## src/sstg_pkg.sv

```systemverilog
`timescale 1ns / 1ps
// ---------------------------------------------------------------------------
// sstg_pkg: shared types, constants and tables of the swept siren generator
// Holds the register map, the configuration and queue entry structs, the
// phase scaling helpers and the quarter-wave sine table.
// ---------------------------------------------------------------------------
package sstg_pkg;

   localparam int SINE_TABLE_BITS = 10;
   localparam int PHASE_BITS      = 32;
   localparam int QTAB_LEN        = (1 << SINE_TABLE_BITS) + 1;
   localparam int QIDX_BITS       = SINE_TABLE_BITS + 1;
   localparam int COUNT_BITS      = 24;
   localparam int ENV_BITS        = 17;
   localparam int CSR_ADDR_BITS   = 5;
   localparam int CSR_DATA_BITS   = 32;
   localparam int QUEUE_DEPTH     = 2;
   localparam int QPTR_BITS       = $clog2(QUEUE_DEPTH);

   localparam logic [ENV_BITS-1:0] ENV_ONE = ENV_BITS'(65536);

   typedef enum logic [2:0] {
      CSR_START_INC = 3'd0,
      CSR_SPAN_INC  = 3'd1,
      CSR_LFO_INC   = 3'd2,
      CSR_TOTAL     = 3'd3,
      CSR_FADE_LEN  = 3'd4,
      CSR_FADE_STEP = 3'd5,
      CSR_GAIN      = 3'd6
   } csr_index_type;

   typedef struct packed {
      logic [30:0]           start_increment;
      logic [30:0]           span_increment;
      logic [31:0]           lfo_increment;
      logic [COUNT_BITS-1:0] total_samples;
      logic [15:0]           fade_len;
      logic [ENV_BITS-1:0]   fade_step;
      logic [14:0]           gain;
   } cfg_type;

   localparam logic [30:0]           RST_START_INC = 31'd68174085;
   localparam logic [30:0]           RST_SPAN_INC  = 31'd77913240;
   localparam logic [31:0]           RST_LFO_INC   = 32'd19478;
   localparam logic [COUNT_BITS-1:0] RST_TOTAL     = COUNT_BITS'(441000);
   localparam logic [15:0]           RST_FADE_LEN  = 16'd441;
   localparam logic [ENV_BITS-1:0]   RST_FADE_STEP = ENV_BITS'(149);
   localparam logic [14:0]           RST_GAIN      = 15'd27852;

   // one classified transaction handed from front to back
   typedef struct packed {
      logic                  restart;
      logic                  done;
      logic                  last;
      logic                  env_flat;
      logic [COUNT_BITS-1:0] env_op;
      logic [31:0]           p32;
   } job_type;

   // Q32 increment to phase accumulator width
   function automatic logic [PHASE_BITS-1:0] scale_inc(input logic [31:0] inc);
      logic [PHASE_BITS+31:0] wide;
      wide = {inc, {PHASE_BITS{1'b0}}} >> 32;
      return wide[PHASE_BITS-1:0];
   endfunction

   // top 32 bits of a phase, zero filled below when the phase is narrower
   function automatic logic [31:0] top32(input logic [PHASE_BITS-1:0] ph);
      logic [PHASE_BITS+31:0] wide;
      wide = {ph, 32'd0} >> PHASE_BITS;
      return wide[31:0];
   endfunction

   localparam logic [63:0] Q30_ONE     = 64'd1073741824;
   localparam logic [63:0] HALF_PI_Q30 = 64'd1686629713;

   function automatic logic [63:0] term_clip(input logic [63:0] d);
      return (d > Q30_ONE) ? 64'd0 : (Q30_ONE - d);
   endfunction

   // Taylor series of sin in Q30, rounded to Q15 magnitude
   function automatic logic [15:0] quarter_sine(input int unsigned i);
      logic [63:0] theta;
      logic [63:0] t2;
      logic [63:0] term;
      logic [63:0] s;
      logic [63:0] r;
      theta = (HALF_PI_Q30 * 64'(i)) >> SINE_TABLE_BITS;
      t2    = (theta * theta) >> 30;
      term  = Q30_ONE;
      term  = term_clip(((t2 * term) >> 30) / 64'd110);
      term  = term_clip(((t2 * term) >> 30) / 64'd72);
      term  = term_clip(((t2 * term) >> 30) / 64'd42);
      term  = term_clip(((t2 * term) >> 30) / 64'd20);
      term  = term_clip(((t2 * term) >> 30) / 64'd6);
      s     = (theta * term) >> 30;
      if (s > Q30_ONE) begin
         s = Q30_ONE;
      end
      r = (s * 64'd32767 + (Q30_ONE >> 1)) >> 30;
      return r[15:0];
   endfunction

   typedef logic [15:0] qtab_type [QTAB_LEN];

   function automatic qtab_type build_qtab();
      qtab_type t;
      for (int i = 0; i < QTAB_LEN; i++) begin
         t[i] = quarter_sine(i);
      end
      return t;
   endfunction

   localparam qtab_type QTAB = build_qtab();

endpackage

```

## src/sstg_queue.sv

```systemverilog
`timescale 1ns / 1ps
// ---------------------------------------------------------------------------
// sstg_queue: short transaction queue between front and back
// Small FIFO of classified transactions.
// ---------------------------------------------------------------------------
module sstg_queue (
   input  logic                clock,
   input  logic                reset,
   input  logic                push,
   input  sstg_pkg::job_type   push_data,
   input  logic                pop,
   output sstg_pkg::job_type   pop_data,
   output logic                full,
   output logic                empty
);

   sstg_pkg::job_type                 mem_ff [sstg_pkg::QUEUE_DEPTH];
   logic [sstg_pkg::QPTR_BITS-1:0]    wr_ptr_ff, rd_ptr_ff;
   logic [sstg_pkg::QPTR_BITS:0]      count_ff;

   assign full     = count_ff == (sstg_pkg::QPTR_BITS+1)'(sstg_pkg::QUEUE_DEPTH);
   assign empty    = count_ff == '0;
   assign pop_data = mem_ff[rd_ptr_ff];

   always_ff @(posedge clock) begin
      if (push) begin
         mem_ff[wr_ptr_ff] <= push_data;
      end
   end

   always_ff @(posedge clock) begin
      if (reset) begin
         wr_ptr_ff <= '0;
         rd_ptr_ff <= '0;
         count_ff  <= '0;
      end else begin
         if (push) begin
            wr_ptr_ff <= wr_ptr_ff + sstg_pkg::QPTR_BITS'(1);
         end
         if (pop) begin
            rd_ptr_ff <= rd_ptr_ff + sstg_pkg::QPTR_BITS'(1);
         end
         case ({push, pop})
            2'b10:   count_ff <= count_ff + (sstg_pkg::QPTR_BITS+1)'(1);
            2'b01:   count_ff <= count_ff - (sstg_pkg::QPTR_BITS+1)'(1);
            default: count_ff <= count_ff;
         endcase
      end
   end

endmodule

```

## config.mk

```make
export PLATFORM = sky130hd
export DESIGN_NAME = sstg_queue
export DESIGN_NICKNAME = d
export VERILOG_FILES = /design/src/sstg_pkg.sv /design/src/sstg_queue.sv
export SDC_FILE = /design/constraint.sdc
export NUM_CORES = 1
export LEC_CHECK = 0
export BUFFER_PORTS_ARGS = -buffer_cell sky130_fd_sc_hd__buf_4
export CELL_PAD_IN_SITES_DETAIL_PLACEMENT = 1
export CELL_PAD_IN_SITES_GLOBAL_PLACEMENT = 1
export CORE_ASPECT_RATIO = 0.7
export CORE_MARGIN = 1
export CORE_UTILIZATION = 30
export CTS_BUF_LIST = sky130_fd_sc_hd__clkbuf_8
export DETAILED_ROUTE_END_ITERATION = 10
export MAX_ROUTING_LAYER = met4
export PLACE_DENSITY_LB_ADDON = 0.25
export SETUP_SLACK_MARGIN = 0.02
export SLEW_MARGIN = 15
export SYNTH_ARGS = -nofsm -noshare
export SYNTH_HDL_FRONTEND = slang
export SYNTH_SLANG_ARGS = --single-unit
```

## constraint.sdc

```tcl
create_clock -name clock -period 6.6 [get_ports clock]
set_input_delay 0.33 -clock clock [delete_from_list [all_inputs] [get_ports clock]]
set_output_delay 0.33 -clock clock [all_outputs]
set_load 0.02 [all_outputs]
```

==> results_dict.tcl <==
set metrics [dict create \
    ys_seq_elements 125 \
    reg2reg_slack_ps 4950 \
    finClkSkew_ps 7.81 \
    tightest_slew_ps 864 \
    crit_cells 3 \
    fin_crit_ps 2480 \
    crit_required_ps 6270 \
    async_flop_share 0 \
    power.total_mw 1.77 \
    nNetsFinal 414 \
    critical_path.max_stage_delay_ps 640 \
    synth_ff_type "edfxtp_1" \
    seq_area_frac_synth 0.820 \
    yosysMostFrequentCell "edfxtp_1" \
    wire_per_inst_um 15.8 \
    start_util 0.307 \
    dp_slack_ps 4510 \
    n_antenna_cell 0 \
    synth_fp_nets 274 \
    setup_ws_ps 4120 \
    multi_input_area_um2 786 \
    outcome "complete, no violations" \
    max_cap_viol_count 0 \
    yosys.cell_types.count 15 \
    rsz0062_at_grt "false" \
    final_core_util 0.411 \
    crit_end "pop_data[5]" \
    synthToLayoutAreaGrowth_pct 33.8 \
    dp_hpwl_mm 5.33 \
    drt_iter0_markers 71 \
    viasPerCell 4.28 \
    holdWs_ps 89.7 \
    ir_drop_mv 0.131 \
    drc 0 \
    worstSetupEndpointType "output pin" \
    crit_family "buffers and inverters" \
    path_cells "buf_4, mux2_2, buf_4" \
    worstSetupPathType "reg2out" \
    grt_max_degree 61 \
    numCtsBuffers 17 \
    yosysTopAreaCell "edfxtp_1" \
    io_pins 126 \
    p_leak_nw 2.24 \
    cts_resized 0 \
    die_w_um 149 \
    worstPathArrival_ps 2150 \
    dr.pass1.iters 5 \
    fin_tns_setup_ps 0 \
    antenna_found_initial 0 \
    fp.dieArea_mm2 0.0156 \
    die_h_um 105 \
    syn_area_per_cell_um2 21.6 \
    cp_common_cell "buf_4" \
    cts-root-buf "clkbuf_8" \
    netlist_area_mm2 0.00452 \
    crit_path_start_kind "register" \
    gr-usage-all-layers 0.123 \
    reg2reg_depth 2 \
    n_fill_cell 1467 \
    grt_pass1_wl_mm 13.3 \
    slew_viol_final 0 \
    port_buffers 125 \
    synth_edf_count 120 \
    synth_top_area_frac 0.798 \
    hp-class "in2reg" \
    path_max_fanout 51 \
    rr_endpoint "mem_ff[1][38]$_DFFE_PP_" \
    hold_viol 0 \
    clk_path_buf_depth 2 \
    place_congestion 0.655 \
    relSlewSlack 0.424 \
    max_freq_mhz 404 \
    synthTopCellsByArea "edfxtp_1 (80%), mux2_2 (15%), dfxtp_1 (2.2%)" \
    coreArea_mm2 0.0147 \
    hp-start "push_data[28]" \
    cts_tree "yes" \
    critPathBufInv 2 \
    ys_warn_count 0 \
    clk_pin_slew_ps 80 \
    cp_slowest_cell "buf_4" \
    layout-drive-gt1-share 0.608 \
    htreeDepth 4 \
    overflow 0 \
    finalSetupViolCount 0 \
    cellPowerDensity_mw_per_mm2 294 \
    cts_sinks 125 \
    syn-instance-count 209 \
    rr_startpoint "wr_ptr_ff$_SDFFE_PP0P_" \
    grt_pass1_vias 2551 \
    via_count 2382 \
    synth_common_cells "edfxtp_1 (120), mux2_2 (60), buf_2 (6), nor2_1 (6), dfxtp_1 (5)" \
    wirelength_mm 8.79 \
    cts_hold_buf 0 \
    num_rows 37 \
    insertion_delay_ps 420 \
    post_cts_buffers 0 \
    postRouteAntennaNets 0 \
    fin_crit_sh 0.375 \
    register_area_mm2 0.00370 \
]
layer usage:
layer	vias to the layer above	part of all wire	track usage
met4	0	0.012	0.0486
met2	88	0.46	0.175
li1	1100	-	-
met3	12	0.094	0.0607
met1	1182	0.44	0.147
met5	-	0	-
worst reg2reg max path: cells and delay by family (launching register included):
kind	cells	cell delay [ps]
buf+inv	1	670
flops	1	410
simple gates	1	170
state kept, by name, indices dropped and copies added (netlist names), named ones only:
| register | flops |
|---|---|
| wr_ptr_ff | 1 |
| mem_ff | 120 |
| rd_ptr_ff | 1 |
| count_ff | 2 |
per-stage QoR:
stage / cell area (um2) / std cells
after floorplan: 4520 / 209
after global placement: 5700 / 525
after detailed placement: 5700 / 525
after CTS: 6040 / 557
after global routing: 6040 / 557
final: 6040 / 557
final cells by class:
| type | instances | area share |
|---|---|---|
| inverter | 1 | 0.000621 |
| clock buffer | 17 | 0.0387 |
| timing repair buffer | 128 | 0.159 |
| sequential | 125 | 0.613 |
| multi-input combinational | 76 | 0.130 |
| clock inverter | 15 | 0.0182 |
| tap | 195 | 0.0404 |
how the worst min path moves through the flow:
stage / endpoint / slack, ps / cells after the start
2_1_floorplan: count_ff[1]$_SDFFE_PP0P_ / 400 / 1
3_3_place_gp: count_ff[1]$_SDFFE_PP0P_ / 480 / 2
3_5_place_dp: count_ff[1]$_SDFFE_PP0P_ / 500 / 2
4_1_cts: mem_ff[1][28]$_DFFE_PP_ / 50 / 1
5_1_grt: mem_ff[0][28]$_DFFE_PP_ / 40 / 1
6_report: mem_ff[1][28]$_DFFE_PP_ / 90 / 1
cell families (layout without fill, tap and decap cells):
family / count (synthesis) / in the layout / synth area share
AOI/OAI and AO/OA: 2 / 2 / 0.00221
xor gates and xnor gates: 4 / 4 / 0.00776
adders and majority gates: 1 / 1 / 0.00277
buffers and inverters: 8 / 161 / 0.00831
DFF: 125 / 125 / 0.820
muxes: 60 / 60 / 0.150
and+or+nand+nor: 9 / 9 / 0.00969
placed cells by master (no fill, tap or decap):
cell | Yosys | layout
buf_4 | 0 | 128
edfxtp_1 | 120 | 120
mux2_2 | 60 | 60
clkbuf_8 | 0 | 17
nor2_1 | 6 | 5
clkinv_2 | 0 | 5
inv_1 | 1 | 4
dfxtp_1 | 5 | 4
xnor2_1 | 3 | 3
clkinvlp_4 | 0 | 3
clkinv_4 | 0 | 2
and2_2 | 0 | 1
and2b_2 | 1 | 1
nor2_4 | 0 | 1
xor2_1 | 1 | 1
o21ai_0 | 1 | 1
or3_1 | 1 | 1
a21oi_1 | 1 | 1
ha_1 | 1 | 1
dfxtp_2 | 0 | 1
clkinv_1 | 0 | 1
bufinv_16 | 0 | 1
power by group:
part,internal [mW],switching [mW],total (mW)
combinational,0.122,0.136,0.258
sequential,0.925,0.0137,0.939
clock,0.289,0.290,0.578
Power figures use the tool's default switching activity.
