==> config.mk <==
export PLATFORM = sky130hd
export DESIGN_NAME = sstg_front
export DESIGN_NICKNAME = d
export VERILOG_FILES = /design/src/sstg_pkg.sv /design/src/sstg_front.sv
export SDC_FILE = /design/constraint.sdc
export NUM_CORES = 1
export LEC_CHECK = 0
export ABC_CLOCK_PERIOD_IN_PS = 8800
export BUFFER_PORTS_ARGS = -buffer_cell sky130_fd_sc_hd__buf_4
export CAP_MARGIN = 10
export CELL_PAD_IN_SITES_DETAIL_PLACEMENT = 0
export CELL_PAD_IN_SITES_GLOBAL_PLACEMENT = 2
export CORE_MARGIN = 2
export CORE_UTILIZATION = 32
export CTS_CLUSTER_DIAMETER = 30
export DETAILED_ROUTE_END_ITERATION = 8
export PLACE_DENSITY_LB_ADDON = 0.25
export SYNTH_ARGS = -nofsm -noshare
export SYNTH_HDL_FRONTEND = slang
export SYNTH_SLANG_ARGS = --single-unit
==> constraint.sdc <==
create_clock -name clock -period 8.8 [get_ports clock]
set_input_delay 0 -clock clock [delete_from_list [all_inputs] [get_ports clock]]
set_output_delay 0 -clock clock [all_outputs]
set_load 0.01 [all_outputs]
==> src/sstg_pkg.sv <==
`timescale 1ns / 1ps
// ---------------------------------------------------------------------------
// sstg_pkg: shared types, constants and tables of the swept siren generator
// Holds the register map, the configuration and queue entry structs, the
// phase scaling helpers and the quarter-wave sine table.
// ---------------------------------------------------------------------------
package sstg_pkg;

   localparam int SINE_TABLE_BITS = 10;
   localparam int PHASE_BITS      = 32;
   localparam int QTAB_LEN        = (1 << SINE_TABLE_BITS) + 1;
   localparam int QIDX_BITS       = SINE_TABLE_BITS + 1;
   localparam int COUNT_BITS      = 24;
   localparam int ENV_BITS        = 17;
   localparam int CSR_ADDR_BITS   = 5;
   localparam int CSR_DATA_BITS   = 32;
   localparam int QUEUE_DEPTH     = 2;
   localparam int QPTR_BITS       = $clog2(QUEUE_DEPTH);

   localparam logic [ENV_BITS-1:0] ENV_ONE = ENV_BITS'(65536);

   typedef enum logic [2:0] {
      CSR_START_INC = 3'd0,
      CSR_SPAN_INC  = 3'd1,
      CSR_LFO_INC   = 3'd2,
      CSR_TOTAL     = 3'd3,
      CSR_FADE_LEN  = 3'd4,
      CSR_FADE_STEP = 3'd5,
      CSR_GAIN      = 3'd6
   } csr_index_type;

   typedef struct packed {
      logic [30:0]           start_increment;
      logic [30:0]           span_increment;
      logic [31:0]           lfo_increment;
      logic [COUNT_BITS-1:0] total_samples;
      logic [15:0]           fade_len;
      logic [ENV_BITS-1:0]   fade_step;
      logic [14:0]           gain;
   } cfg_type;

   localparam logic [30:0]           RST_START_INC = 31'd68174085;
   localparam logic [30:0]           RST_SPAN_INC  = 31'd77913240;
   localparam logic [31:0]           RST_LFO_INC   = 32'd19478;
   localparam logic [COUNT_BITS-1:0] RST_TOTAL     = COUNT_BITS'(441000);
   localparam logic [15:0]           RST_FADE_LEN  = 16'd441;
   localparam logic [ENV_BITS-1:0]   RST_FADE_STEP = ENV_BITS'(149);
   localparam logic [14:0]           RST_GAIN      = 15'd27852;

   // one classified transaction handed from front to back
   typedef struct packed {
      logic                  restart;
      logic                  done;
      logic                  last;
      logic                  env_flat;
      logic [COUNT_BITS-1:0] env_op;
      logic [31:0]           p32;
   } job_type;

   // Q32 increment to phase accumulator width
   function automatic logic [PHASE_BITS-1:0] scale_inc(input logic [31:0] inc);
      logic [PHASE_BITS+31:0] wide;
      wide = {inc, {PHASE_BITS{1'b0}}} >> 32;
      return wide[PHASE_BITS-1:0];
   endfunction

   // top 32 bits of a phase, zero filled below when the phase is narrower
   function automatic logic [31:0] top32(input logic [PHASE_BITS-1:0] ph);
      logic [PHASE_BITS+31:0] wide;
      wide = {ph, 32'd0} >> PHASE_BITS;
      return wide[31:0];
   endfunction

   localparam logic [63:0] Q30_ONE     = 64'd1073741824;
   localparam logic [63:0] HALF_PI_Q30 = 64'd1686629713;

   function automatic logic [63:0] term_clip(input logic [63:0] d);
      return (d > Q30_ONE) ? 64'd0 : (Q30_ONE - d);
   endfunction

   // Taylor series of sin in Q30, rounded to Q15 magnitude
   function automatic logic [15:0] quarter_sine(input int unsigned i);
      logic [63:0] theta;
      logic [63:0] t2;
      logic [63:0] term;
      logic [63:0] s;
      logic [63:0] r;
      theta = (HALF_PI_Q30 * 64'(i)) >> SINE_TABLE_BITS;
      t2    = (theta * theta) >> 30;
      term  = Q30_ONE;
      term  = term_clip(((t2 * term) >> 30) / 64'd110);
      term  = term_clip(((t2 * term) >> 30) / 64'd72);
      term  = term_clip(((t2 * term) >> 30) / 64'd42);
      term  = term_clip(((t2 * term) >> 30) / 64'd20);
      term  = term_clip(((t2 * term) >> 30) / 64'd6);
      s     = (theta * term) >> 30;
      if (s > Q30_ONE) begin
         s = Q30_ONE;
      end
      r = (s * 64'd32767 + (Q30_ONE >> 1)) >> 30;
      return r[15:0];
   endfunction

   typedef logic [15:0] qtab_type [QTAB_LEN];

   function automatic qtab_type build_qtab();
      qtab_type t;
      for (int i = 0; i < QTAB_LEN; i++) begin
         t[i] = quarter_sine(i);
      end
      return t;
   endfunction

   localparam qtab_type QTAB = build_qtab();

endpackage

==> src/sstg_front.sv <==
`timescale 1ns / 1ps
// ---------------------------------------------------------------------------
// sstg_front: transaction intake and classification
// Owns the sweep phase and sample counter; tags each transaction as done,
// last or in a fade ramp and hands it to the queue.
// ---------------------------------------------------------------------------
module sstg_front (
   input  logic                clock,
   input  logic                reset,
   input  logic                req_valid,
   input  logic                req_restart,
   output logic                req_stall,
   input  sstg_pkg::cfg_type   cfg,
   input  logic                q_full,
   output logic                push,
   output sstg_pkg::job_type   push_data
);

   logic [sstg_pkg::PHASE_BITS-1:0] sweep_ff, sweep_in, sweep_base;
   logic [sstg_pkg::COUNT_BITS-1:0] count_ff, count_in, n;
   logic [sstg_pkg::COUNT_BITS:0]   n_plus_fade, n_plus_one;
   logic                            done, fade_in, fade_out;

   assign req_stall = q_full;
   assign push      = req_valid & ~q_full;

   always_comb begin
      n           = req_restart ? '0 : count_ff;
      sweep_base  = req_restart ? '0 : sweep_ff;
      done        = n >= cfg.total_samples;
      fade_in     = n < sstg_pkg::COUNT_BITS'(cfg.fade_len);
      n_plus_fade = (sstg_pkg::COUNT_BITS+1)'(n) + (sstg_pkg::COUNT_BITS+1)'(cfg.fade_len);
      n_plus_one  = (sstg_pkg::COUNT_BITS+1)'(n) + (sstg_pkg::COUNT_BITS+1)'(1);
      fade_out    = n_plus_fade > (sstg_pkg::COUNT_BITS+1)'(cfg.total_samples);

      push_data.restart  = req_restart;
      push_data.done     = done;
      push_data.last     = n_plus_one == (sstg_pkg::COUNT_BITS+1)'(cfg.total_samples);
      push_data.env_flat = ~fade_in & ~fade_out;
      push_data.env_op   = fade_out ? (cfg.total_samples - n) : n;
      push_data.p32      = sstg_pkg::top32(sweep_base);

      sweep_in = done ? sweep_base
                      : sweep_base + sstg_pkg::scale_inc(cfg.lfo_increment);
      count_in = done ? n : n + sstg_pkg::COUNT_BITS'(1);
   end

   always_ff @(posedge clock) begin
      if (reset) begin
         sweep_ff <= '0;
         count_ff <= '0;
      end else if (push) begin
         sweep_ff <= sweep_in;
         count_ff <= count_in;
      end
   end

endmodule

==> summary.txt <==
Status: finished, final reports clean
Antenna Nets Post-Route: 0
Cell count after synthesis: 1180
GR met3 Demand/Resource: 0.0151
Post-route DRC: 0
Post-DP HPWL: 22100 µm
Yosys cell types: 68
Dominant synthesized flop cell: dfxtp_1
Final setup violation count: 0
Clock latency on the worst-skew pair: 0.30 ns
Chip height: 166 µm
Initial antenna violation count: 0
CTS tree: done
Worst min path class: input port to register
Grt total ovfl: 0
Clk sinks: 56
Worst r2r dst: sweep_ff[30]$_SDFFE_PP0P_
Core area: 0.0258 mm²
Vias in the first global route: 8513
Critical path class: register to output port
Number of CTS-inserted buffers: 5
Power density cells: 75.9 mW/mm²
CTS resizes: 0
Post-CTS Setup Inserts: 0
Final slew viol count: 0
IO Count: 233
Worst setup margin: 1.62 ns
Buf+Inv Stages, Crit Path: 2
Pre-CTS WS: 1.90 ns
Maxcap violations: 0
CP cell instances: nor2b_1 > ha_1 > nor2b_1 > nor3_1 > o21ai_0 > o311a_1 > a21o_1 > o41ai_1 > o41ai_1 > nand3_1 > xnor2_1 > ha_1 > nand4_1 > or3_1 > nor2_1 > o311ai_0 > a22oi_1 > a21o_1 > buf_4 > mux2i_1 > buf_4
Crit path largest cell delay: 0.79 ns
Vias per inst: 5.27
Crit path capture type: output port
Startpoint Class: register
Flop2flop setup slack: 4.52 ns
Post-synth net total: 1456
Number of cells on the worst reg-to-reg path: 14
Min-Delay Path Depth: 4
CTS clk-pin slew, worst paths: 0.08 ns
GRT Overall Usage: 0.198
Pin count of the biggest net entering global routing: 56
Crit-path slowest cell: o41ai_1
H-tree depth: 2
Avg Cell Area, Syn: 7.08 µm²
Row Count: 59
Drt first-iter violations: 461
Worst vdd ir: 79.5 µV
Met2 Track Usage GR: 0.343
Number of synthesized flops with an enable pin: 0
Worst Tran Pin Value: 1.07 ns
Yosys reg bits: 56
CTS Buffer Depth: 2
Top Family by Delay on Critical Path: compound AO/OA/AOI/OAI gates
Arr. time, crit path: 7.18 ns
Die area: 0.0274 mm²
# port buffers: 138
Async SR Flop Fraction: 0
Hold_ws: 0.0579 ns
Cts-stage hold buffer count: 0
Area post-placement: 0.00964 mm²
Critical path data required time: 8.80 ns
Period utilization: 0.815
Routed WL per cell: 17.2 µm
Layout cells sized above 1: 0.129
Final period demand of the worst path: 7.18 ns
Fin. Hold Viols: 0
First-pass GRT wire length: 45100 µm
Crit Path Max Fanout: 21
TritonRoute pass-1 iters: 5
F_max: 139 MHz
Final setup TNS: 0 ns
Rel. slew slack: 0.270
Skew final: 0.00453 ns
Core Util, Final: 0.379
Placer's final routability congestion estimate: 0.837
Hold Startpoint: cfg[72]
Pleak: 4.39 nW
Busiest grt layer: met2
DR vias: 8496
Post-synthesis sequential area ratio: 0.134
P&R area growth vs syn: 17.1%
Unrepaired setup endpoints after global routing: false
Nets: 1551
Pwr Total: 0.743 mW
# diodes: 0
FF-to-FF Start: count_ff[0]$_SDFFE_PP0P_
Initial Util: 0.323
Mapped cell area: 0.00836 mm²
Root buffer cell: clkbuf_16
Met1 Usage GRT: 0.273
Final instance area: 0.00979 mm²
Fin cells: 1611
Placed cell count: 1603
Detailed Route WL: 27700 µm
Synthesis Warnings: 0
DIE WIDTH: 166 µm
Worst Hold End: sweep_ff[0]$_SDFFE_PP0P_
-- power breakdown --
part	total [mW]	switching, mW	internal (mW)
combinational	0.268	0.153	0.115
clock	0.210	0.103	0.107
sequential	0.265	0.00380	0.261
-- layout make-up --
cell class | instances | area [µm²]
clock buffer | 6 | 129
fill | 2874 | 16000
multi-input combinational | 982 | 6690
timing repair buffer | 146 | 1100
tap | 335 | 419
sequential | 56 | 1120
clock inverter | 2 | 16.3
inverter | 84 | 315
-- worst max path at each step --
stage                              from             to  slack (ns)  cells after the start
3_5_place_dp   count_ff[1]$_SDFFE_PP0P_  push_data[55]        1.90                     21
5_1_grt        count_ff[1]$_SDFFE_PP0P_  push_data[55]        1.04                     21
6_report       count_ff[1]$_SDFFE_PP0P_  push_data[55]        1.62                     21
3_3_place_gp   count_ff[1]$_SDFFE_PP0P_  push_data[55]        1.88                     21
4_1_cts        count_ff[1]$_SDFFE_PP0P_  push_data[55]        1.52                     21
2_1_floorplan               req_restart  push_data[43]        3.72                     24
-- cell usage after synthesis, drive strengths merged, types with 6 or more instances --
| library cell | n | area share |
|---|---|---|
| nor3 | 19 | 0.011 |
| and2 | 7 | 0.0052 |
| clkbuf | 47 | 0.021 |
| a21o | 34 | 0.031 |
| a21oi | 111 | 0.066 |
| ha | 102 | 0.15 |
| a22o | 6 | 0.0063 |
| xor2 | 22 | 0.023 |
| nand2b | 17 | 0.013 |
| a31oi | 18 | 0.013 |
| nor2b | 52 | 0.039 |
| o211ai | 9 | 0.0081 |
| buf | 11 | 0.0085 |
| or3 | 7 | 0.0058 |
| dfxtp | 56 | 0.13 |
| a22oi | 33 | 0.030 |
| and3 | 19 | 0.014 |
| nor2 | 118 | 0.053 |
| nand2 | 82 | 0.037 |
| nand3b | 6 | 0.0054 |
| inv | 84 | 0.038 |
| o21ai | 74 | 0.044 |
| a311oi | 6 | 0.0063 |
| nand4 | 21 | 0.016 |
| nand3 | 24 | 0.014 |
| o21a | 14 | 0.013 |
| a211oi | 6 | 0.0054 |
| xnor2 | 91 | 0.095 |
-- registers in the layout, summed over array words and instances (netlist names) --
register and flops:
count_ff 24, sweep_ff 32
-- placed cells by master, fill, tap and decap left out, types with 5 or more instances in the layout --
cell type / Yosys / final
nor2_1: 117 / 116
dfxtp_1: 56 / 56
mux2i_1: 5 / 5
buf_4: 3 / 146
a31oi_1: 18 / 18
a22oi_1: 33 / 33
o21ai_0: 74 / 73
or3_1: 6 / 6
a211oi_1: 6 / 6
nand3_1: 24 / 24
a311oi_1: 6 / 6
xor2_1: 22 / 22
nand2_1: 82 / 82
o21a_1: 14 / 14
and3_1: 19 / 19
nand3b_1: 6 / 6
nor3_1: 19 / 19
a22o_1: 6 / 6
ha_1: 102 / 102
a21o_1: 34 / 34
o31ai_1: 5 / 5
clkbuf_16: 0 / 5
a21oi_1: 111 / 110
o211ai_1: 9 / 9
nor2b_1: 52 / 52
and2_1: 7 / 7
nand4_1: 21 / 21
inv_1: 84 / 84
and4_1: 5 / 5
nand2b_1: 17 / 17
xnor2_1: 91 / 91
-- worst register-to-register path: cells and delay by family, from the launching register on --
family | cells | cell delay (ns)
flip-flops | 1 | 0.42
buffers and inverters | 3 | 0.73
adder cells (fa/ha/maj) | 2 | 0.69
AO/OA/AOI/OAI | 7 | 1.70
AND/OR/NAND/NOR | 2 | 0.69
-- routing by layer --
layer | vias to the layer above | share of wire
met5 | - | 0
met4 | 0 | 0.0090
met3 | 13 | 0.025
met2 | 140 | 0.47
met1 | 3939 | 0.50
li1 | 4404 | -
-- logic make-up (layout without fill, tap and decap cells) --
group	after synthesis	in the layout	synth area share
multiplexers	5	5	0.00599
AND/OR/NAND/NOR	394	394	0.235
XOR/XNOR	113	113	0.118
AO/OA/AOI/OAI	364	364	0.278
flip-flops	56	56	0.134
buffers and inverters	142	238	0.0674
adder cells (fa/ha/maj)	106	106	0.161
No activity file was read; power rests on OpenSTA's default activity.
