==> src/sstg_pkg.sv <==
`timescale 1ns / 1ps
// ---------------------------------------------------------------------------
// sstg_pkg: shared types, constants and tables of the swept siren generator
// Holds the register map, the configuration and queue entry structs, the
// phase scaling helpers and the quarter-wave sine table.
// ---------------------------------------------------------------------------
package sstg_pkg;

   localparam int SINE_TABLE_BITS = 10;
   localparam int PHASE_BITS      = 32;
   localparam int QTAB_LEN        = (1 << SINE_TABLE_BITS) + 1;
   localparam int QIDX_BITS       = SINE_TABLE_BITS + 1;
   localparam int COUNT_BITS      = 24;
   localparam int ENV_BITS        = 17;
   localparam int CSR_ADDR_BITS   = 5;
   localparam int CSR_DATA_BITS   = 32;
   localparam int QUEUE_DEPTH     = 2;
   localparam int QPTR_BITS       = $clog2(QUEUE_DEPTH);

   localparam logic [ENV_BITS-1:0] ENV_ONE = ENV_BITS'(65536);

   typedef enum logic [2:0] {
      CSR_START_INC = 3'd0,
      CSR_SPAN_INC  = 3'd1,
      CSR_LFO_INC   = 3'd2,
      CSR_TOTAL     = 3'd3,
      CSR_FADE_LEN  = 3'd4,
      CSR_FADE_STEP = 3'd5,
      CSR_GAIN      = 3'd6
   } csr_index_type;

   typedef struct packed {
      logic [30:0]           start_increment;
      logic [30:0]           span_increment;
      logic [31:0]           lfo_increment;
      logic [COUNT_BITS-1:0] total_samples;
      logic [15:0]           fade_len;
      logic [ENV_BITS-1:0]   fade_step;
      logic [14:0]           gain;
   } cfg_type;

   localparam logic [30:0]           RST_START_INC = 31'd68174085;
   localparam logic [30:0]           RST_SPAN_INC  = 31'd77913240;
   localparam logic [31:0]           RST_LFO_INC   = 32'd19478;
   localparam logic [COUNT_BITS-1:0] RST_TOTAL     = COUNT_BITS'(441000);
   localparam logic [15:0]           RST_FADE_LEN  = 16'd441;
   localparam logic [ENV_BITS-1:0]   RST_FADE_STEP = ENV_BITS'(149);
   localparam logic [14:0]           RST_GAIN      = 15'd27852;

   // one classified transaction handed from front to back
   typedef struct packed {
      logic                  restart;
      logic                  done;
      logic                  last;
      logic                  env_flat;
      logic [COUNT_BITS-1:0] env_op;
      logic [31:0]           p32;
   } job_type;

   // Q32 increment to phase accumulator width
   function automatic logic [PHASE_BITS-1:0] scale_inc(input logic [31:0] inc);
      logic [PHASE_BITS+31:0] wide;
      wide = {inc, {PHASE_BITS{1'b0}}} >> 32;
      return wide[PHASE_BITS-1:0];
   endfunction

   // top 32 bits of a phase, zero filled below when the phase is narrower
   function automatic logic [31:0] top32(input logic [PHASE_BITS-1:0] ph);
      logic [PHASE_BITS+31:0] wide;
      wide = {ph, 32'd0} >> PHASE_BITS;
      return wide[31:0];
   endfunction

   localparam logic [63:0] Q30_ONE     = 64'd1073741824;
   localparam logic [63:0] HALF_PI_Q30 = 64'd1686629713;

   function automatic logic [63:0] term_clip(input logic [63:0] d);
      return (d > Q30_ONE) ? 64'd0 : (Q30_ONE - d);
   endfunction

   // Taylor series of sin in Q30, rounded to Q15 magnitude
   function automatic logic [15:0] quarter_sine(input int unsigned i);
      logic [63:0] theta;
      logic [63:0] t2;
      logic [63:0] term;
      logic [63:0] s;
      logic [63:0] r;
      theta = (HALF_PI_Q30 * 64'(i)) >> SINE_TABLE_BITS;
      t2    = (theta * theta) >> 30;
      term  = Q30_ONE;
      term  = term_clip(((t2 * term) >> 30) / 64'd110);
      term  = term_clip(((t2 * term) >> 30) / 64'd72);
      term  = term_clip(((t2 * term) >> 30) / 64'd42);
      term  = term_clip(((t2 * term) >> 30) / 64'd20);
      term  = term_clip(((t2 * term) >> 30) / 64'd6);
      s     = (theta * term) >> 30;
      if (s > Q30_ONE) begin
         s = Q30_ONE;
      end
      r = (s * 64'd32767 + (Q30_ONE >> 1)) >> 30;
      return r[15:0];
   endfunction

   typedef logic [15:0] qtab_type [QTAB_LEN];

   function automatic qtab_type build_qtab();
      qtab_type t;
      for (int i = 0; i < QTAB_LEN; i++) begin
         t[i] = quarter_sine(i);
      end
      return t;
   endfunction

   localparam qtab_type QTAB = build_qtab();

endpackage

==> src/sstg_csr.sv <==
`timescale 1ns / 1ps
// ---------------------------------------------------------------------------
// sstg_csr: configuration register file
// APB-style write and read of the seven tone registers.
// ---------------------------------------------------------------------------
module sstg_csr (
   input  logic                                    clock,
   input  logic                                    reset,
   input  logic                                    psel,
   input  logic                                    penable,
   input  logic                                    pwrite,
   input  logic [sstg_pkg::CSR_ADDR_BITS-1:0]      paddr,
   input  logic [sstg_pkg::CSR_DATA_BITS-1:0]      pwdata,
   output logic [sstg_pkg::CSR_DATA_BITS-1:0]      prdata,
   output sstg_pkg::cfg_type                       cfg
);

   sstg_pkg::cfg_type       cfg_ff;
   sstg_pkg::csr_index_type index;
   logic                    wr_en;

   assign index = sstg_pkg::csr_index_type'(paddr[sstg_pkg::CSR_ADDR_BITS-1:2]);
   assign wr_en = psel & penable & pwrite;
   assign cfg   = cfg_ff;

   always_ff @(posedge clock) begin
      if (reset) begin
         cfg_ff.start_increment <= sstg_pkg::RST_START_INC;
         cfg_ff.span_increment  <= sstg_pkg::RST_SPAN_INC;
         cfg_ff.lfo_increment   <= sstg_pkg::RST_LFO_INC;
         cfg_ff.total_samples   <= sstg_pkg::RST_TOTAL;
         cfg_ff.fade_len        <= sstg_pkg::RST_FADE_LEN;
         cfg_ff.fade_step       <= sstg_pkg::RST_FADE_STEP;
         cfg_ff.gain            <= sstg_pkg::RST_GAIN;
      end else if (wr_en) begin
         case (index)
            sstg_pkg::CSR_START_INC: cfg_ff.start_increment <= pwdata[30:0];
            sstg_pkg::CSR_SPAN_INC:  cfg_ff.span_increment  <= pwdata[30:0];
            sstg_pkg::CSR_LFO_INC:   cfg_ff.lfo_increment   <= pwdata[31:0];
            sstg_pkg::CSR_TOTAL:     cfg_ff.total_samples   <=
                                        pwdata[sstg_pkg::COUNT_BITS-1:0];
            sstg_pkg::CSR_FADE_LEN:  cfg_ff.fade_len        <= pwdata[15:0];
            sstg_pkg::CSR_FADE_STEP: cfg_ff.fade_step       <=
                                        pwdata[sstg_pkg::ENV_BITS-1:0];
            sstg_pkg::CSR_GAIN:      cfg_ff.gain            <= pwdata[14:0];
            default: ;
         endcase
      end
   end

   always_comb begin
      case (index)
         sstg_pkg::CSR_START_INC: prdata = 32'(cfg_ff.start_increment);
         sstg_pkg::CSR_SPAN_INC:  prdata = 32'(cfg_ff.span_increment);
         sstg_pkg::CSR_LFO_INC:   prdata = cfg_ff.lfo_increment;
         sstg_pkg::CSR_TOTAL:     prdata = 32'(cfg_ff.total_samples);
         sstg_pkg::CSR_FADE_LEN:  prdata = 32'(cfg_ff.fade_len);
         sstg_pkg::CSR_FADE_STEP: prdata = 32'(cfg_ff.fade_step);
         sstg_pkg::CSR_GAIN:      prdata = 32'(cfg_ff.gain);
         default:                 prdata = '0;
      endcase
   end

endmodule

==> config.mk <==
export PLATFORM = sky130hd
export DESIGN_NAME = sstg_csr
export DESIGN_NICKNAME = d
export VERILOG_FILES = /design/src/sstg_pkg.sv /design/src/sstg_csr.sv
export SDC_FILE = /design/constraint.sdc
export NUM_CORES = 1
export LEC_CHECK = 0
export BUFFER_PORTS_ARGS = -buffer_cell sky130_fd_sc_hd__buf_2
export CAP_MARGIN = 15
export CORE_UTILIZATION = 55
export CTS_BUF_LIST = sky130_fd_sc_hd__clkbuf_4 sky130_fd_sc_hd__clkbuf_8
export CTS_CLUSTER_DIAMETER = 80
export DETAILED_ROUTE_END_ITERATION = 16
export HOLD_SLACK_MARGIN = 0.1
export PLACE_DENSITY = 0.83
export SLEW_MARGIN = 20
export SYNTH_ARGS = -nofsm -noshare
export SYNTH_HDL_FRONTEND = slang
export SYNTH_SLANG_ARGS = --single-unit
==> constraint.sdc <==
create_clock -name clock -period 4.96 [get_ports clock]
set_input_delay 0.992 -clock clock [delete_from_list [all_inputs] [get_ports clock]]
set_output_delay 0.992 -clock clock [all_outputs]
set_load 0.005 [all_outputs]
==> qor.txt, run 1 <==
Outcome: finished clean
Setup Crit Path Kind: in2out
Filler cell count: 1166
Slack of the worst reg-to-reg path: 4.21 ns
Critical Path Most Common Cell: buf_2
H-tree depth: 4
Max reg flops: 166
Setup bufs post-CTS: 0
Post-place setup slack: 1.16 ns
Final worst path period share: 0.790
Simple-Gate Fraction of Synth Area: 0.191
Ys Warns: 0
Mapped Area: 8070 um^2
Post-Synth Adder-Cell Area: 0
Slew headroom: 0.330
Overflow after GRT: 0
Clk sink count: 166
Post-synth ARST share: 0
WL met3: 2.16 mm
CTS Buf Count: 17
Crit-path cells: buf_2 -> inv_1 -> a32oi_1 -> o211ai_1 -> buf_2
Max Cap Viol: 0
Largest net degree at the start of global routing: 122
Clock Path Buffers: 2
Wire length of the first global-routing pass: 37.7 mm
Hold path start: cfg[141]
DR WL/cell: 20.8 um
R2r endpoint: cfg[58]
Root Driver: clkbuf_8
Post-Route WL: 25.1 mm
DRT met1 WL: 10.3 mm
TritonCTS clock tree: yes
Crit-path max FO: 23
Max IR drop VDD: 0.000216 V
Max Clk Rate: 0.255 GHz
Vias in the first global route: 6995
Core area: 14100 um^2
Final-stage net count: 1050
Leakage: 4.41 nW
Remaining antenna violation count: 0
Final setup violation count: 0
Routed met2 length: 11.9 mm
Top FF cell, synth: dfxtp_1
DIE WIDTH: 123 um
Die extent in y: 123 um
Initial antenna violation count: 1
RSZ-0062 raised after global routing: no
Clock transition at the registers of the reported paths: 0.08 ns
Count leader, synth: dfxtp_1
Leading area contributor after synthesis: dfxtp_1
Net Count, Synth: 854
Synth Area in Compound Gates: 0.128
Area contributors post-synth: dfxtp_1, mux2i_1, nand2b_1, nor2_1, mux2_2
Area grow syn2layout: 19.8%
Avg Cell Area, Syn: 9.94 um^2
Fin crit period: 3.92 ns
Hold buffer count at cts: 0
CP endpoint kind: output port
XOR/XNOR share of the synthesized area: 0
Cells after Synth: 812
Count of cell types in the netlist: 37
Most frequent cells after synthesis: dfxtp_1, mux2i_1, nand2b_1
Critical path startpoint category: primary input
Sequential area share after synthesis: 0.412
Top-area cell type share of the netlist area: 0.412
Ports: 240
First drt pass iteration count: 6
Total track usage: 0.330
# resized after CTS: 0
Drt drc: 0
Worst Hold Class: reg2reg
Worst-margin pin slew: 1.00 ns
1st-iter DRT viols: 658
Critical path arrival: 2.93 ns
Pins over their slew limit: 0
Crit Reg-Reg Startpoint: cfg[58]
Worst Path Required: 3.97 ns
Drt via density: 6.05
WHS Path Cells: 2
Mux share of post-synthesis cell area: 0.214
Hold Path End: cfg[141]
Worst R2R Path Depth: 2
Final WS setup: 1.04 ns
P per Cell Area: 284 nW/um^2
Final hold vios: 0
Skew final: 0 ns
Initial Utilization: 0.573
Slowest stage cell, crit path: a32oi_1
Vias: 7271
TNS Setup: 0 ns
HPWL after DPL: 16.2 mm
Register bit total from synthesis: 166
Row count: 43
Gp weighted congestion: 0.815
Post-synth EDFFs: 0
Max Used Layer: met4
Largest stage delay, worst path: 0.61 ns
Clk_lat worst skew: 0.46 ns
I/O Buffers: 237
Dominant combinational cell family by area after synthesis: multiplexers
Full die area: 15200 um^2
Layout cells sized above 1: 0.361
[area by class of cell]
type	instances	area [um^2]	share of cell area
clock inverters	12	199	0.0206
flip-flops and latches	166	3320	0.344
inverters	1	3.75	0.000388
repair buffers	251	1340	0.138
multi-input cells	571	4320	0.446
diodes	1	2.50	0.000259
well taps	180	225	0.0233
clock buffers	20	269	0.0278
[cell families (layout without fill, tap and decap cells)]
group                  after synthesis  after routing
AOI/OAI and AO/OA                  151            151
muxes                              161            161
and+or+nand+nor                    259            259
other                                0              1
DFF                                166            166
buffers and inverters               75            284
[critical path: cells and delay by family]
kind | cells | cell delay [ns]
buffers and inverters | 3 | 1.18
AO/OA/AOI/OAI | 2 | 0.75
[metal layers]
layer / vias up / global-route usage
li1: 3276 / -
met1: 3591 / 0.410
met2: 353 / 0.540
met3: 51 / 0.0867
met4: 0 / 0.142
met5: - / 0
[power breakdown]
part / switching (mW) / internal [mW]
logic: 0.162 / 0.0951
clock network: 0.506 / 0.632
registers: 0.00834 / 1.34
[how the worst max path moves through the flow]
stage          startpoint         end  depth (start not counted)
2_1_floorplan    paddr[3]  prdata[24]                          6
6_report         paddr[2]   prdata[3]                          5
5_1_grt          paddr[2]   prdata[3]                          5
3_3_place_gp     paddr[2]   prdata[3]                          5
4_1_cts          paddr[2]   prdata[3]                          5
3_5_place_dp     paddr[2]   prdata[3]                          5
[placed cells by master (no fill, tap or decap), drive strengths merged, types with 2 or more instances in the layout]
master / Yosys / final
buf: 47 / 251
dfxtp: 166 / 166
mux2i: 129 / 129
nand2b: 101 / 101
nor2: 84 / 84
nand3: 43 / 43
o21ai: 42 / 42
a21oi: 42 / 42
a32oi: 28 / 28
mux2: 25 / 25
a22oi: 22 / 22
clkbuf: 27 / 20
o211ai: 13 / 13
nor2b: 12 / 12
nand2: 9 / 9
mux4: 7 / 7
bufinv: 0 / 5
clkinv: 0 / 5
nor3: 2 / 2
o31ai: 2 / 2
inv: 1 / 2
[stage by stage]
| stage | area [um^2] | util | std cells | hold WS, ns | total power [mW] |
|---|---|---|---|---|---|
| final | 9670 | 0.686 | 1202 | 0.492 | 2.74 |
| after global routing | 9670 | 0.686 | 1202 | 0.514 | 2.82 |
| after CTS | 9670 | 0.686 | 1201 | 0.494 | 2.74 |
| after detailed placement | 9200 | 0.653 | 1169 | 0.479 | 1.63 |
| after global placement | 9200 | 0.653 | 1169 | 0.464 | 1.63 |
| after floorplan | 8070 | - | 812 | 0.474 | 1.54 |
No activity file was read; power rests on OpenSTA's default activity.
==> inputs of run 2 (changes only) <==
CORE_UTILIZATION = 54   (was 55)
PLACE_DENSITY = 0.82   (was 0.83)
clock period = 3.9 ns   (was 4.96 ns; I/O delays follow)
==> qor.txt, run 2 (synthesis results as in run 1) <==
Outcome: finished clean
Cell Area, Placed: 9230 um^2 (+0.24%)
Antenna fix cells: 0 (-1)
Delay-heaviest family, CP: buffers and inverters
CP bufs+invs: 4 (+1)
Worst-margin pin slew: 0.919 ns (-0.0844 ns)
Crit-path cells: buf_2 -> buf_4 -> inv_1 -> a32oi_1 -> o211ai_1 -> buf_2
First drt pass iteration count: 5 (-1)
Fin crit period: 3.62 ns
Skew final: 0 ns (unchanged)
Commonest non-fill, non-tap cell in the layout: buf_2
R2r endpoint: cfg[80]
DR WL/cell: 20.4 um (-2.2%)
CTS Buf Count: 17 (unchanged)
RSZ-0062 raised after global routing: no
Post-Layout Inst Area: 9660 um^2 (-0.10%)
Slack of the worst reg-to-reg path: 3.14 ns (-1.07 ns)
I/O Buffers: 237 (unchanged)
Overflow after GRT: 0 (unchanged)
H-tree depth: 4 (unchanged)
Filler cell count: 1203 (+3.2%)
Critical path arrival: 2.84 ns (-0.09 ns)
Ports: 240 (unchanged)
Commonest non-fill, non-tap cells in the layout: buf_2, dfxtp_1, mux2i_1, nand2b_1, nor2_1
Die extent in y: 124 um (+0.91%)
Vias: 7236 (-0.48%)
Row count: 44 (+2.3%)
Slowest stage cell, crit path: inv_1
Gp weighted congestion: 0.917 (+12%)
1st-iter DRT viols: 639 (-2.9%)
Critical Path Most Common Cell: buf_2
Root Driver: clkbuf_8
Core area: 14500 um^2 (+3.1%)
Vias in the first global route: 6888 (-1.5%)
Max Clk Rate: 0.276 GHz
Area grow syn2layout: 19.7%
Wire length of the first global-routing pass: 38.4 mm (+1.7%)
Crit Reg-Reg Startpoint: cfg[80]
Final hold vios: 0 (unchanged)
Layout cells sized above 1: 0.365 (+0.00347)
Clk_lat worst skew: 0.46 ns (about the same)
Crit-path max FO: 31 (+35%)
TritonCTS clock tree: yes
Largest stage delay, worst path: 0.57 ns (-0.04 ns)
CP endpoint kind: output port
Final setup violation count: 0 (unchanged)
Total power: 3.40 mW (+24%)
Slew headroom: 0.386 (+0.0563)
Worst R2R Path Depth: 2 (unchanged)
Clock Path Buffers: 2 (unchanged)
Final worst path period share: 0.927
DIE WIDTH: 124 um (+0.91%)
Max reg flops: 166 (unchanged)
HPWL after DPL: 16.4 mm (+1.2%)
Clk sink count: 166 (unchanged)
Max Cap Viol: 0 (unchanged)
Setup bufs post-CTS: 0 (unchanged)
Clock transition at the registers of the reported paths: 0.08 ns (about the same)
Remaining antenna violation count: 0 (unchanged)
Worst setup startpoint: paddr[2]
Setup Crit Path Kind: in2out
Total track usage: 0.317 (-0.0138)
Final-stage net count: 1054 (+0.38%)
Hold path start: cfg[156]
Worst Hold Class: reg2reg
Worst Path Required: 3.12 ns (-0.85 ns)
Critical path startpoint category: primary input
Pins over their slew limit: 0 (unchanged)
# resized after CTS: 0 (unchanged)
Hold buffer count at cts: 0 (unchanged)
Initial Utilization: 0.555 (-0.0173)
Post-Route WL: 24.7 mm (-1.6%)
Leakage: 4.41 nW (about the same)
P per Cell Area: 352 nW/um^2 (+24%)
Drt drc: 0 (unchanged)
TNS Setup: 0 ns (unchanged)
Max IR drop VDD: 0.000236 V (+9.5%)
Hold Path End: cfg[156]
Drt via density: 5.99 (-1.1%)
Largest net degree at the start of global routing: 95 (-22%)
Initial antenna violation count: 0 (-1)
Full die area: 15400 um^2 (+1.8%)
WHS Path Cells: 2 (unchanged)
run 2: cell count changes in the layout (fill, tap and decap cells not counted):
cell        change
nor2_1          -1
buf_12          -1
clkbuf_8        +2
diode_2         -1
buf_4           +5
clkinvlp_4      +1
clkbuf_4        -1
nor2_2          +1
bufinv_16       -2
run 2: layout make-up:
| type | instances | area, um^2 | share of cell area |
|---|---|---|---|
| clock inverter | 11 | 146 | 0.0151 |
| tap | 184 | 230 | 0.0238 |
| inverter | 1 | 3.75 | 0.000388 |
| timing repair buffer | 255 | 1350 | 0.140 |
| sequential | 166 | 3320 | 0.344 |
| clock buffer | 21 | 289 | 0.0299 |
| multi-input combinational | 571 | 4320 | 0.447 |
run 2: routing by layer:
layer  track usage  share of wire
met5             0              0
met4         0.155          0.033
met3        0.0520          0.077
met2         0.492           0.46
met1         0.426           0.43
run 2: power by group:
part,leakage [nW],internal [mW],switching (mW)
Sequential,1.34,1.71,0.0108
Clock,0.218,0.703,0.654
Combinational,2.85,0.122,0.203
Total,4.41,2.53,0.867
run 2: how the worst max path moves through the flow:
stage            endpoint  slack, ns  depth (start not counted)
2_1_floorplan  prdata[24]       1.26                          6
3_3_place_gp    prdata[3]       0.41                          6
3_5_place_dp    prdata[3]       0.33                          6
4_1_cts         prdata[3]       0.33                          6
5_1_grt         prdata[3]       0.20                          6
6_report        prdata[3]       0.28                          6
run 2: worst reg2reg max path: cells and delay by family, from the launching register on:
kind | cells | cell delay [ns]
flip-flops | 1 | 0.41
AO/OA/AOI/OAI | 2 | 0.28
run 2: stage by stage:
step	hold slack (ns)	util	std cells	worst slack, ns
floorplan	0.474	-	812	1.26
global placement	0.472	0.635	1177	0.408
detailed placement	0.475	0.635	1177	0.328
CTS	0.491	0.665	1209	0.332
global route	0.521	0.665	1209	0.202
finish	0.491	0.665	1209	0.283
==> inputs of run 3 (changes only) <==
==> constraint.sdc (replaced) <==
create_clock -name clock -period 3.9 [get_ports clock]
set_input_delay 0.78 -clock clock [delete_from_list [all_inputs] [get_ports clock]]
set_output_delay 0.78 -clock clock [all_outputs]
set_load 0.05 [all_outputs]
==> qor.txt, run 3 (synthesis results as in run 1) <==
Hold buffer count at cts: 0 (unchanged)
Overflow after GRT: 0 (unchanged)
Total track usage: 0.314 (-0.00240)
Clock Path Buffers: 2 (unchanged)
Worst Path Required: 3.12 ns (about the same)
Row count: 44 (unchanged)
Layout cells sized above 1: 0.366 (+0.00124)
R2r endpoint: cfg[75]
Area grow syn2layout: 19.8% (about the same)
Drt via density: 5.90 (-1.4%)
Clk sink count: 166 (unchanged)
Wire length of the first global-routing pass: 38.0 mm (-1.0%)
Initial antenna violation count: 0 (unchanged)
Switching portion of total power: 0.278 (+0.0224)
Met1 usage: 0.418 (-0.00787)
Drt drc: 0 (unchanged)
Remaining antenna violation count: 0 (unchanged)
Comb pwr share: 0.125 (+0.029)
Final hold vios: 0 (unchanged)
P per Cell Area: 360 nW/um^2 (+2.3%)
DP Cell Count: 1179 (+0.17%)
TritonCTS clock tree: yes
Initial Utilization: 0.555 (unchanged)
Setup Crit Path Kind: in2out
Outcome: finished clean
Slew headroom: 0.287 (-0.0992)
Met3 Usage GRT: 0.0644 (+0.0125)
Final-stage net count: 1056 (+0.19%)
First drt pass iteration count: 5 (unchanged)
Crit-path max FO: 14 (-55%)
Die extent in y: 124 um (unchanged)
Hold path start: cfg[126]
WHS Path Cells: 2 (unchanged)
Full die area: 15400 um^2 (unchanged)
Root Driver: clkbuf_8
Largest net degree at the start of global routing: 120 (+26%)
# resized after CTS: 0 (unchanged)
Part of the power in registers: 0.493 (-0.012)
Gp weighted congestion: 0.912 (-0.57%)
CTS Buf Count: 17 (unchanged)
Ports: 240 (unchanged)
HPWL after DPL: 16.6 mm (+0.71%)
TNS Setup: 0 ns (unchanged)
Pins over their slew limit: 0 (unchanged)
CP endpoint kind: output port
Critical path startpoint category: primary input
RSZ-0062 raised after global routing: no
Worst-margin pin slew: 1.07 ns (+0.146 ns)
Most Crowded Layer GR: met2
Final worst path period share: 0.838 (-0.0895)
Setup bufs post-CTS: 0 (unchanged)
Commonest non-fill, non-tap cell in the layout: buf_2
Slack of the worst reg-to-reg path: 3.12 ns (-0.02 ns)
Worst Hold Class: reg2reg
Internal Power: 2.51 mW (-0.68%)
Fin crit period: 3.27 ns (-0.349 ns)
NetSw: 966 uW (+11%)
Final setup violation count: 0 (unchanged)
Critical path arrival: 2.49 ns (-0.35 ns)
Max reg flops: 166 (unchanged)
Max Clk Rate: 0.306 GHz (+11%)
Commonest non-fill, non-tap cells in the layout: buf_2, dfxtp_1, mux2i_1, nand2b_1, nor2_1
Final cell count without fillers: 1211 (+0.17%)
Vias in the first global route: 6648 (-3.5%)
H-tree depth: 4 (unchanged)
Leakage: 4.41 nW (+0.11%)
DIE WIDTH: 124 um (unchanged)
Cell Area, Placed: 9240 um^2 (+0.16%)
Vias: 7150 (-1.2%)
Crit Reg-Reg Startpoint: cfg[75]
Met2 Track Usage GR: 0.490 (-0.00195)
Clock share of power: 0.382 (-0.017)
DR WL/cell: 20.2 um (-0.84%)
1st-iter DRT viols: 664 (+3.9%)
I/O Buffers: 237 (unchanged)
Core area: 14500 um^2 (unchanged)
Post-Route WL: 24.5 mm (-0.67%)
Hold Path End: cfg[126]
Max Cap Viol: 0 (unchanged)
Max IR drop VDD: 0.000318 V (+34%)
Clk_lat worst skew: 0.46 ns (about the same)
Skew final: 0 ns (unchanged)
Antenna fix cells: 0 (unchanged)
Worst R2R Path Depth: 2 (unchanged)
Clock transition at the registers of the reported paths: 0.09 ns (about the same)
Post-Layout Inst Area: 9670 um^2 (about the same)
[run 3: cell count changes in the layout (fill, tap and decap cells not counted), sizes merged]
cell    previous run  this run
buf              255       257
clkbuf            21        20
clkinv             5         7
inv                2         1
[run 3: how the worst max path moves through the flow]
stage	start	endpoint	slack [ns]	cells after the start
CTS	paddr[2]	prdata[3]	0.45	5
finish	paddr[3]	prdata[3]	0.63	5
floorplan	paddr[4]	prdata[15]	0.71	4
global route	paddr[2]	prdata[3]	0.55	5
detailed placement	paddr[2]	prdata[3]	0.46	5
global placement	paddr[2]	prdata[3]	0.51	5
[run 3: per-stage QoR]
| step | total power [mW] | hold WS, ns | util | worst slack [ns] |
|---|---|---|---|---|
| after global placement | 2.18 | 0.471 | 0.636 | 0.506 |
| final | 3.48 | 0.490 | 0.665 | 0.632 |
| after CTS | 3.48 | 0.492 | 0.665 | 0.455 |
| after detailed placement | 2.18 | 0.479 | 0.636 | 0.456 |
| after floorplan | 2.06 | 0.701 | - | 0.712 |
| after global routing | 3.59 | 0.510 | 0.665 | 0.550 |
[run 3: power groups by stage]
stage          Clock (mW)  Sequential [mW]  Combinational [mW]
2_1_floorplan           0             1.80               0.265
3_3_place_gp            0             1.76               0.424
3_5_place_dp            0             1.76               0.428
4_1_cts              1.33             1.72               0.429
5_1_grt              1.41             1.72               0.455
6_report             1.33             1.72               0.434
[run 3: layout make-up]
class                   count  area [um^2]
multi-input cells         571         4320
flip-flops and latches    166         3320
well taps                 184          230
clock inverters            12          151
inverters                   1         3.75
repair buffers            257         1370
clock buffers              20          275
fillers                  1171         4860
[run 3: critical path, cell delays in order]
cell	delay, ns
buf_2	0.26
and2_1	0.72
a32oi_1	0.25
o211ai_1	0.17
buf_2	0.30
[run 3: metal layers]
layer  up-vias  part of all wire
met4         0             0.031
met2       336              0.46
li1       3289                 -
met1      3471              0.44
met5         -                 0
met3        54             0.065
